File: config.mk
export PLATFORM = sky130hd
export DESIGN_NAME = sorted_array_key_value_table_core
export DESIGN_NICKNAME = d
export VERILOG_FILES = /design/src/sv/sakv_pkg.sv /design/src/sv/sakv_mem.sv /design/src/sv/sakv_ctrl.sv /design/src/sv/sorted_array_key_value_table_core.sv
export SDC_FILE = /design/constraint.sdc
export NUM_CORES = 1
export LEC_CHECK = 0
export BUFFER_PORTS_ARGS = -buffer_cell sky130_fd_sc_hd__buf_2
export CAP_MARGIN = 20
export CORE_MARGIN = 5
export CORE_UTILIZATION = 39
export DETAILED_ROUTE_END_ITERATION = 16
export PLACE_DENSITY = 0.62
export SKIP_CTS_REPAIR_TIMING = 1
export SLEW_MARGIN = 10
export SYNTH_ARGS = -nofsm -noshare
export SYNTH_HDL_FRONTEND = slang
export SYNTH_SLANG_ARGS = --single-unit
File: constraint.sdc
create_clock -name i_clk -period 10.4 [get_ports i_clk]
set_input_delay 1.04 -clock i_clk [delete_from_list [all_inputs] [get_ports i_clk]]
set_output_delay 1.04 -clock i_clk [all_outputs]
set_load 0.05 [all_outputs]
File: src/sv/sakv_pkg.sv
// Shared types and codes for the sorted key/value table.
`default_nettype none
package sakv_pkg;

    // Operation codes carried in the request.
    localparam logic [2:0] FN_INSERT     = 3'd0;
    localparam logic [2:0] FN_FIND_KEY   = 3'd1;
    localparam logic [2:0] FN_FIND_VALUE = 3'd2;
    localparam logic [2:0] FN_READ_INDEX = 3'd3;
    localparam logic [2:0] FN_CLEAR      = 3'd4;

    // Result status codes.
    localparam logic [2:0] ST_UPDATED       = 3'd0;
    localparam logic [2:0] ST_INSERTED      = 3'd1;
    localparam logic [2:0] ST_FULL          = 3'd2;
    localparam logic [2:0] ST_FOUND         = 3'd3;
    localparam logic [2:0] ST_NOT_FOUND     = 3'd4;
    localparam logic [2:0] ST_CLEARED       = 3'd5;
    localparam logic [2:0] ST_OUT_OF_BOUNDS = 3'd6;

    typedef struct packed {
        logic [2:0]  func;
        logic [31:0] key_in;
        logic [31:0] value_in;
        logic [2:0]  index_in;
    } t_req;

    typedef struct packed {
        logic [2:0]  status;
        logic [3:0]  position;
        logic [31:0] key_out;
        logic [31:0] value_out;
        logic [3:0]  entry_count;
    } t_rsp;

    // Memory port strobes from the sequencer.
    typedef struct packed {
        logic rd_en;
        logic wr_en;
    } t_mem_cmd;

    typedef enum logic [3:0] {
        S_IDLE,
        S_SCAN,
        S_RESOLVE,
        S_SHIFT_RD,
        S_SHIFT_WR,
        S_INS,
        S_FETCH,
        S_LOAD,
        S_EMIT
    } t_state;

endpackage
`default_nettype wire

File: src/sv/sakv_mem.sv
// Entry store: one write port and one read port with registered read data.
`default_nettype none
module sakv_mem #(
    parameter int DEPTH = 8,
    parameter int AW    = 3,
    parameter int DW    = 64
) (
    input  wire                       i_clk,
    input  wire sakv_pkg::t_mem_cmd   i_cmd,
    input  wire [AW-1:0]              i_rd_addr,
    input  wire [AW-1:0]              i_wr_addr,
    input  wire [DW-1:0]              i_wr_data,
    output logic [DW-1:0]             o_rd_data
);
    import sakv_pkg::*;

    logic [DW-1:0] r_mem [DEPTH];

    always_ff @(posedge i_clk) begin
        if (i_cmd.wr_en) begin
            r_mem[i_wr_addr] <= i_wr_data;
        end
    end

    always_ff @(posedge i_clk) begin
        if (i_cmd.rd_en) begin
            o_rd_data <= r_mem[i_rd_addr];
        end
    end

endmodule
`default_nettype wire

File: src/sv/sakv_ctrl.sv
// Sequencer: scans, shifts and updates the entry store for one request at a time.
`default_nettype none
module sakv_ctrl #(
    parameter int CAPACITY    = 8,
    parameter int KEY_WIDTH   = 32,
    parameter int VALUE_WIDTH = 32,
    parameter int AW          = 3,
    parameter int CW          = 4
) (
    input  wire                                   i_clk,
    input  wire                                   i_rst_n,
    input  wire                                   i_req_valid,
    output logic                                  o_req_ready,
    input  wire sakv_pkg::t_req                   i_req,
    output logic                                  o_res_valid,
    input  wire                                   i_res_ready,
    output sakv_pkg::t_rsp                        o_res,
    output sakv_pkg::t_mem_cmd                    o_cmd,
    output logic [AW-1:0]                         o_rd_addr,
    output logic [AW-1:0]                         o_wr_addr,
    output logic [KEY_WIDTH+VALUE_WIDTH-1:0]      o_wr_data,
    input  wire  [KEY_WIDTH+VALUE_WIDTH-1:0]      i_rd_data
);
    import sakv_pkg::*;

    t_state                 r_state, n_state;
    logic [2:0]             r_func;
    logic [KEY_WIDTH-1:0]   r_key;
    logic [VALUE_WIDTH-1:0] r_val;
    logic [CW-1:0]          r_idx;
    logic [AW-1:0]          r_cmp;
    logic                   r_chk;
    logic                   r_eq;
    logic [CW-1:0]          r_pos;
    logic [CW-1:0]          r_count;
    logic [2:0]             r_st;
    logic [3:0]             r_rpos;
    logic [KEY_WIDTH-1:0]   r_rkey;
    logic [VALUE_WIDTH-1:0] r_rval;

    logic [KEY_WIDTH-1:0]   w_rd_key;
    logic [VALUE_WIDTH-1:0] w_rd_val;
    logic                   w_match;
    logic                   w_hit;
    logic                   w_more;
    logic                   w_idx_ok;
    logic                   w_room;
    logic                   w_accept;

    assign w_rd_key = i_rd_data[KEY_WIDTH+VALUE_WIDTH-1:VALUE_WIDTH];
    assign w_rd_val = i_rd_data[VALUE_WIDTH-1:0];
    // Key searches stop at the first key not below the one sought.
    assign w_match  = (r_func == FN_FIND_VALUE) ? (w_rd_val == r_val) : (w_rd_key >= r_key);
    assign w_hit    = r_chk && w_match;
    assign w_more   = r_idx < r_count;
    assign w_idx_ok = 32'(i_req.index_in) < 32'(r_count);
    assign w_room   = 32'(r_count) < CAPACITY;
    assign w_accept = i_req_valid && o_req_ready;

    // Next state.
    always_comb begin
        n_state = r_state;
        case (r_state)
            S_IDLE: begin
                if (i_req_valid) begin
                    case (i_req.func)
                        FN_INSERT, FN_FIND_KEY, FN_FIND_VALUE: n_state = S_SCAN;
                        FN_READ_INDEX: n_state = w_idx_ok ? S_FETCH : S_EMIT;
                        FN_CLEAR:      n_state = S_EMIT;
                        default:       n_state = S_IDLE;
                    endcase
                end
            end
            S_SCAN: begin
                if (w_hit || !w_more) begin
                    n_state = S_RESOLVE;
                end
            end
            S_RESOLVE: begin
                if (r_func == FN_INSERT && !r_eq && w_room) begin
                    n_state = S_SHIFT_RD;
                end else begin
                    n_state = S_EMIT;
                end
            end
            S_SHIFT_RD: n_state = (r_idx > r_pos) ? S_SHIFT_WR : S_INS;
            S_SHIFT_WR: n_state = S_SHIFT_RD;
            S_INS:      n_state = S_EMIT;
            S_FETCH:    n_state = S_LOAD;
            S_LOAD:     n_state = S_EMIT;
            S_EMIT: begin
                if (i_res_ready) begin
                    n_state = S_IDLE;
                end
            end
            default:    n_state = S_IDLE;
        endcase
    end

    // Outputs and memory strobes.
    always_comb begin
        o_req_ready  = (r_state == S_IDLE);
        o_res_valid  = (r_state == S_EMIT);
        o_cmd.rd_en  = 1'b0;
        o_cmd.wr_en  = 1'b0;
        o_rd_addr    = AW'(r_idx);
        o_wr_addr    = AW'(r_pos);
        o_wr_data    = {r_key, r_val};
        case (r_state)
            S_SCAN: begin
                o_cmd.rd_en = !w_hit && w_more;
            end
            S_RESOLVE: begin
                o_cmd.wr_en = (r_func == FN_INSERT) && r_eq;
            end
            S_SHIFT_RD: begin
                o_cmd.rd_en = r_idx > r_pos;
                o_rd_addr   = AW'(r_idx - 1'b1);
            end
            S_SHIFT_WR: begin
                // The lower neighbor moves up by one place.
                o_cmd.wr_en = 1'b1;
                o_wr_addr   = AW'(r_idx);
                o_wr_data   = i_rd_data;
            end
            S_INS: begin
                o_cmd.wr_en = 1'b1;
            end
            S_FETCH: begin
                o_cmd.rd_en = 1'b1;
                o_rd_addr   = AW'(r_pos);
            end
            default: begin
                o_cmd.rd_en = 1'b0;
            end
        endcase
    end

    assign o_res.status      = r_st;
    assign o_res.position    = r_rpos;
    assign o_res.key_out     = 32'(r_rkey);
    assign o_res.value_out   = 32'(r_rval);
    assign o_res.entry_count = 4'(r_count);

    always_ff @(posedge i_clk) begin
        if (!i_rst_n) begin
            r_state <= S_IDLE;
            r_count <= '0;
            r_chk   <= 1'b0;
        end else begin
            r_state <= n_state;
            case (r_state)
                S_IDLE: begin
                    if (w_accept && i_req.func == FN_CLEAR) begin
                        r_count <= '0;
                    end
                    r_chk <= 1'b0;
                end
                S_SCAN: begin
                    r_chk <= !w_hit && w_more;
                end
                S_INS: begin
                    r_count <= r_count + 1'b1;
                end
                default: begin
                    r_chk <= 1'b0;
                end
            endcase
        end
    end

    // Datapath registers.
    always_ff @(posedge i_clk) begin
        case (r_state)
            S_IDLE: begin
                if (w_accept) begin
                    r_func <= i_req.func;
                    r_key  <= KEY_WIDTH'(i_req.key_in);
                    r_val  <= VALUE_WIDTH'(i_req.value_in);
                    r_idx  <= '0;
                    r_pos  <= CW'(i_req.index_in);
                    r_rkey <= '0;
                    r_rval <= '0;
                    r_rpos <= 4'(i_req.index_in);
                    r_st   <= (i_req.func == FN_CLEAR) ? ST_CLEARED : ST_OUT_OF_BOUNDS;
                    if (i_req.func == FN_CLEAR) begin
                        r_rpos <= '0;
                    end
                end
            end
            S_SCAN: begin
                if (w_hit) begin
                    r_pos <= CW'(r_cmp);
                    r_eq  <= (r_func == FN_FIND_VALUE) || (w_rd_key == r_key);
                end else if (w_more) begin
                    r_cmp <= AW'(r_idx);
                    r_idx <= r_idx + 1'b1;
                end else begin
                    // Past the end: the key or value sought is absent.
                    r_pos <= r_count;
                    r_eq  <= 1'b0;
                end
            end
            S_RESOLVE: begin
                r_idx <= r_count;
                if (r_eq) begin
                    r_st   <= (r_func == FN_INSERT) ? ST_UPDATED : ST_FOUND;
                    r_rpos <= 4'(r_pos);
                    r_rkey <= (r_func == FN_INSERT) ? r_key : w_rd_key;
                    r_rval <= (r_func == FN_INSERT) ? r_val : w_rd_val;
                end else begin
                    r_st   <= (r_func == FN_INSERT) ? ST_FULL : ST_NOT_FOUND;
                    r_rpos <= 4'(r_count);
                    r_rkey <= '0;
                    r_rval <= '0;
                end
            end
            S_SHIFT_WR: begin
                r_idx <= r_idx - 1'b1;
            end
            S_INS: begin
                r_st   <= ST_INSERTED;
                r_rpos <= 4'(r_pos);
                r_rkey <= r_key;
                r_rval <= r_val;
            end
            S_LOAD: begin
                r_st   <= ST_FOUND;
                r_rpos <= 4'(r_pos);
                r_rkey <= w_rd_key;
                r_rval <= w_rd_val;
            end
            default: begin
                r_func <= r_func;
            end
        endcase
    end

endmodule
`default_nettype wire

File: src/sv/sorted_array_key_value_table_core.sv
// Sorted key/value table top level: sequencer, entry store and output register.
//
// Holds up to CAPACITY key/value pairs in ascending key order in one
// synchronous memory. One request is worked on at a time. A search reads one
// entry per cycle. A find, or an insert that updates an existing key, reads
// each held entry at most once. An insert of a new key moves each larger
// entry up (one read and one write of the memory) and then writes the new
// entry. The search stops at the insertion point, so an insert at the head
// takes the longest. Read by index reads the memory once; clear and
// out-of-bounds reads need no memory access. Unknown operation codes are
// taken and produce no result. A finished result waits in an output register,
// and the next request is taken while it waits.
`default_nettype none
module sorted_array_key_value_table_core #(
    parameter int CAPACITY    = 8,
    parameter int KEY_WIDTH   = 32,
    parameter int VALUE_WIDTH = 32
) (
    input  wire                  i_clk,
    input  wire                  i_rst_n,
    input  wire                  i_in_valid,
    output logic                 o_in_ready,
    input  wire sakv_pkg::t_req  i_in_data,
    output logic                 o_out_valid,
    input  wire                  i_out_ready,
    output sakv_pkg::t_rsp       o_out_data
);
    import sakv_pkg::*;

    localparam int AW = (CAPACITY > 1) ? $clog2(CAPACITY) : 1;
    localparam int CW = $clog2(CAPACITY + 1);
    localparam int DW = KEY_WIDTH + VALUE_WIDTH;

    t_mem_cmd      w_cmd;
    logic [AW-1:0] w_rd_addr;
    logic [AW-1:0] w_wr_addr;
    logic [DW-1:0] w_wr_data;
    logic [DW-1:0] w_rd_data;
    logic          w_res_valid;
    logic          w_res_ready;
    t_rsp          w_res;

    logic          r_out_valid;
    t_rsp          r_out;

    sakv_ctrl #(
        .CAPACITY    (CAPACITY),
        .KEY_WIDTH   (KEY_WIDTH),
        .VALUE_WIDTH (VALUE_WIDTH),
        .AW          (AW),
        .CW          (CW)
    ) u_ctrl (
        .i_clk       (i_clk),
        .i_rst_n     (i_rst_n),
        .i_req_valid (i_in_valid),
        .o_req_ready (o_in_ready),
        .i_req       (i_in_data),
        .o_res_valid (w_res_valid),
        .i_res_ready (w_res_ready),
        .o_res       (w_res),
        .o_cmd       (w_cmd),
        .o_rd_addr   (w_rd_addr),
        .o_wr_addr   (w_wr_addr),
        .o_wr_data   (w_wr_data),
        .i_rd_data   (w_rd_data)
    );

    sakv_mem #(
        .DEPTH (CAPACITY),
        .AW    (AW),
        .DW    (DW)
    ) u_mem (
        .i_clk     (i_clk),
        .i_cmd     (w_cmd),
        .i_rd_addr (w_rd_addr),
        .i_wr_addr (w_wr_addr),
        .i_wr_data (w_wr_data),
        .o_rd_data (w_rd_data)
    );

    // The output register takes a new result whenever it is empty or being drained.
    assign w_res_ready = !r_out_valid || i_out_ready;

    always_ff @(posedge i_clk) begin
        if (!i_rst_n) begin
            r_out_valid <= 1'b0;
        end else if (w_res_valid && w_res_ready) begin
            r_out_valid <= 1'b1;
        end else if (i_out_ready) begin
            r_out_valid <= 1'b0;
        end
    end

    always_ff @(posedge i_clk) begin
        if (w_res_valid && w_res_ready) begin
            r_out <= w_res;
        end
    end

    assign o_out_valid = r_out_valid;
    assign o_out_data  = r_out;

endmodule
`default_nettype wire

==> summary.txt <==
Outcome
  • Status: complete, no violations

Synthesis
  • Netlist cell types: 57
  • Synthesized area: 0.03256 mm2
  • Synth top cells by count: 801 x edfxtp_1, 733 x nand2_1, 331 x nand3_1, 65 x a22o_1, 65 x buf_2
  • Yosys warnings: 0
  • Most frequent cell after synthesis: edfxtp_1
  • Mapped Cells: 2,483
  • Post-synthesis xor/xnor area fraction: 0.9414%
  • Post-synthesis mux area share: less than 1%
  • Leading area contributor after synthesis: edfxtp_1
  • Largest family of logic cells by synthesized area: simple AND/OR/NAND/NOR gates
  • Synth top area cells: edfxtp_1 74%, nand2_1 8.4%, nand3_1 5.1%
  • EDFF count, synth: approximately 800
  • Syn_area_per_cell: 13.11 um2
  • Top cell type's share of synthesized area: 73.86%
  • Post-synthesis sequential area ratio: 74.48%
  • Synth Area in Adders: 1.844%
  • Ys flop type: edfxtp_1
  • Syn nets: 2,605
  • Simple-gate share of the synthesized area: about 15%
  • Compound-gate portion of the synthesized area: under 10%
  • Yosys reg bits: about 810
  • Post-synth ARST share: 0%

Critical path
  • WP data arrival: 4560 ps
  • Req. time, crit path: between 10,000 and 15,000 ps
  • CP startpoint kind: register
  • CP Class: register to register
  • Crit. End Element: register
  • Crit path max fanout: 64

STA
  • Setup TNS: 0 ps
  • Crit share post-route: 41.49%
  • RSZ-0062 raised after global routing: no
  • Max Clock Skew: 32.70 ps
  • Max_slew headroom: 24.40%
  • Slew @ Worst Pin: 1134 ps
  • Final Max Tran Viols: 0
  • Count of final setup violators: 0
  • Tmin final: 4315 ps
  • Max Clock Freq: 231.8 MHz
  • Final count of hold timing violations: 0
  • Final worst slack: 6085 ps

Cells and area
  • Fill cells: 7,371
  • Area of the multi-input gates: approximately 0.0077 mm2
  • Finished Layout Cells: 3,769
  • Final Instance Area: between 0.03 and 0.04 mm2
  • Final net count: 2,743
  • Sequential Area: 0.02425 mm2
  • Layout cells sized above 1: 12.39%
  • Area delta synth->final: 14.26%

Power
  • Pwr/cell area: 204.8 mW/mm2
  • Pwr Total: 7.622 mW
  • Int Pwr: 5.638 mW
  • Max IR drop VDD: around 110 uV
  • Comb power frac: 11.9%
  • Sw power: 1.983 mW
  • Sequential Power Share: 50.6%
  • Leakage: 13.37 nW
  • Switching share of total power: around a quarter
  • Clock share of power: 37.5%

Die
  • Die Y: 299.0 um
  • # rows: roughly 110
  • Chip width: 299.0 um
  • Starting density of the core: 39.10%
  • DIE AREA: 0.08938 mm2
  • Core ar.: 0.08329 mm2
  • # IOs: 151

Clocking
  • CTS buffer count: 83
  • CTS tree: done
  • Root Driver: clkbuf_16
  • Worst-path clk slew: ~60 ps
  • Clock latency on the worst-skew pair: approximately 650 ps
  • Total number of H-tree levels: 3
  • Longest Clk Path Bufs: 3
  • Clk sinks: 811

Placement
  • RD Place Congestion: 0.8435
  • Dpl ws: 6088 ps
  • Post-DP Area: 0.03452 mm2
  • IO Port Bufs: 150
  • Inst Count DP: around 3,600
  • DP HPWL: 44,950 um

Flow run
  • Maxcap violations: 0

GRT
  • Grt ovf: 0
  • Vias in the first global route: 19,690
  • Total global-route track usage: 17.58%
  • First-pass GRT wire length: 121,500 um
  • Antenna violations before repair: 3
  • Largest net degree at the start of global routing: 94

Detailed routing
  • Number of vias per cell: about 5.3
  • ANT nets after route: 0
  • Routed length per instance: 21.37 um
  • Via count: 20,120
  • Starting DRC count in detailed routing: 1,992
  • First-pass DRT Iterations: 7
  • WL final: between 80,000 and 90,000 um
  • DR DRC count: 0

Worst hold path
  • Hold Crit Class: register to register
[layer usage]
metal / part of all wire [%] / vias up / track usage (%)
met5: 0 / - / 0
met4: 2.8 / 0 / 5.656
met3: 7.6 / 151 / 3.502
met2: 47 / 782 / 28.32
met1: 43 / 9893 / 24.22
li1: - / 9289 / -
[through the flow]
stage	hold WS (ps)	utilization [%]
final	412.4	44.67
after detailed placement	404.5	41.45
after global placement	404.4	41.38
after floorplan	400.3	-
after global routing	425.9	44.67
after CTS	413.5	44.60
[state kept, by name, indices dropped and copies added, names as in the netlist, 3 cells and up]
| signal | flops |
|---|---|
| u_ctrl.r_rkey | 32 |
| u_ctrl.r_idx | 4 |
| o_out_data | 75 |
| u_ctrl.r_rval | 32 |
| u_ctrl.r_rpos | 4 |
| u_mem.o_rd_data | 64 |
| u_ctrl.r_state | 4 |
| u_mem.r_mem | 512 |
| u_ctrl.r_val | 32 |
| u_ctrl.r_count | 4 |
| u_ctrl.r_pos | 4 |
| u_ctrl.r_st | 3 |
| u_ctrl.r_key | 32 |
| u_ctrl.r_func | 3 |
| u_ctrl.r_cmp | 3 |
[worst max-delay path: stages, from the launching register on]
cell and delay [ps]:
edfxtp_1 400, inv_1 90, ha_1 250, a21oi_1 170, o21ai_0 170, a221oi_1 620
o2111ai_1 290, o211ai_2 490, nand3_1 320, a21oi_4 200, buf_4 860
[worst paths after layout]
path,startpoint,endpoint,slack (ps),cells after the start
min reg2reg,u_ctrl.r_rval[3],o_out_data[7],410,0
max,u_ctrl.r_key[17],u_mem.o_rd_data[45],6090,10
max reg2reg,u_ctrl.r_key[17],u_mem.o_rd_data[45],6090,10
min,u_ctrl.r_rval[3],o_out_data[7],410,0
[cells in the final DEF (no fill, tap or decap), types with 11 or more instances in the layout]
cell type / instances
nor2_1: 20
clkinv_2: 17
o21ai_0: 47
buf_4: 30
clkbuf_1: 16
a21oi_1: 23
o21ai_1: 64
nand3_1: 330
clkinv_1: 16
a22o_1: 65
buf_2: 150
xor2_1: 32
clkbuf_16: 83
nand2_1: 733
ha_1: 48
edfxtp_1: 801
inv_1: 50
nor4_1: 11
[power by group through the flow]
stage / Clock (mW) / Sequential [mW] / Combinational, mW
2_1_floorplan: 0 / 3.98 / 0.544
3_3_place_gp: 0 / 3.92 / 0.873
3_5_place_dp: 0 / 3.92 / 0.900
4_1_cts: 2.93 / 3.85 / 0.905
5_1_grt: 3.06 / 3.86 / 0.999
6_report: 2.86 / 3.85 / 0.907
[cell families (layout without fill, tap and decap cells)]
family | count (synthesis) | count (layout)
AO/OA/AOI/OAI | 242 | 242
XOR/XNOR | 35 | 35
adder cells (fa/ha/maj) | 48 | 48
buffers and inverters | 183 | 388
flip-flops | 811 | 811
multiplexers | 4 | 4
other | 0 | 1
AND/OR/NAND/NOR | 1160 | 1160
[cell type report]
cell class	count	area share [%]
clock buffers	100	5.780
well taps	1080	3.632
repair buffers	185	2.939
inverters	51	0.5145
diodes	1	0.006725
multi-input cells	1489	20.68
flip-flops and latches	811	65.18
clock inverters	52	1.264
(Power assumes the default switching activity.)
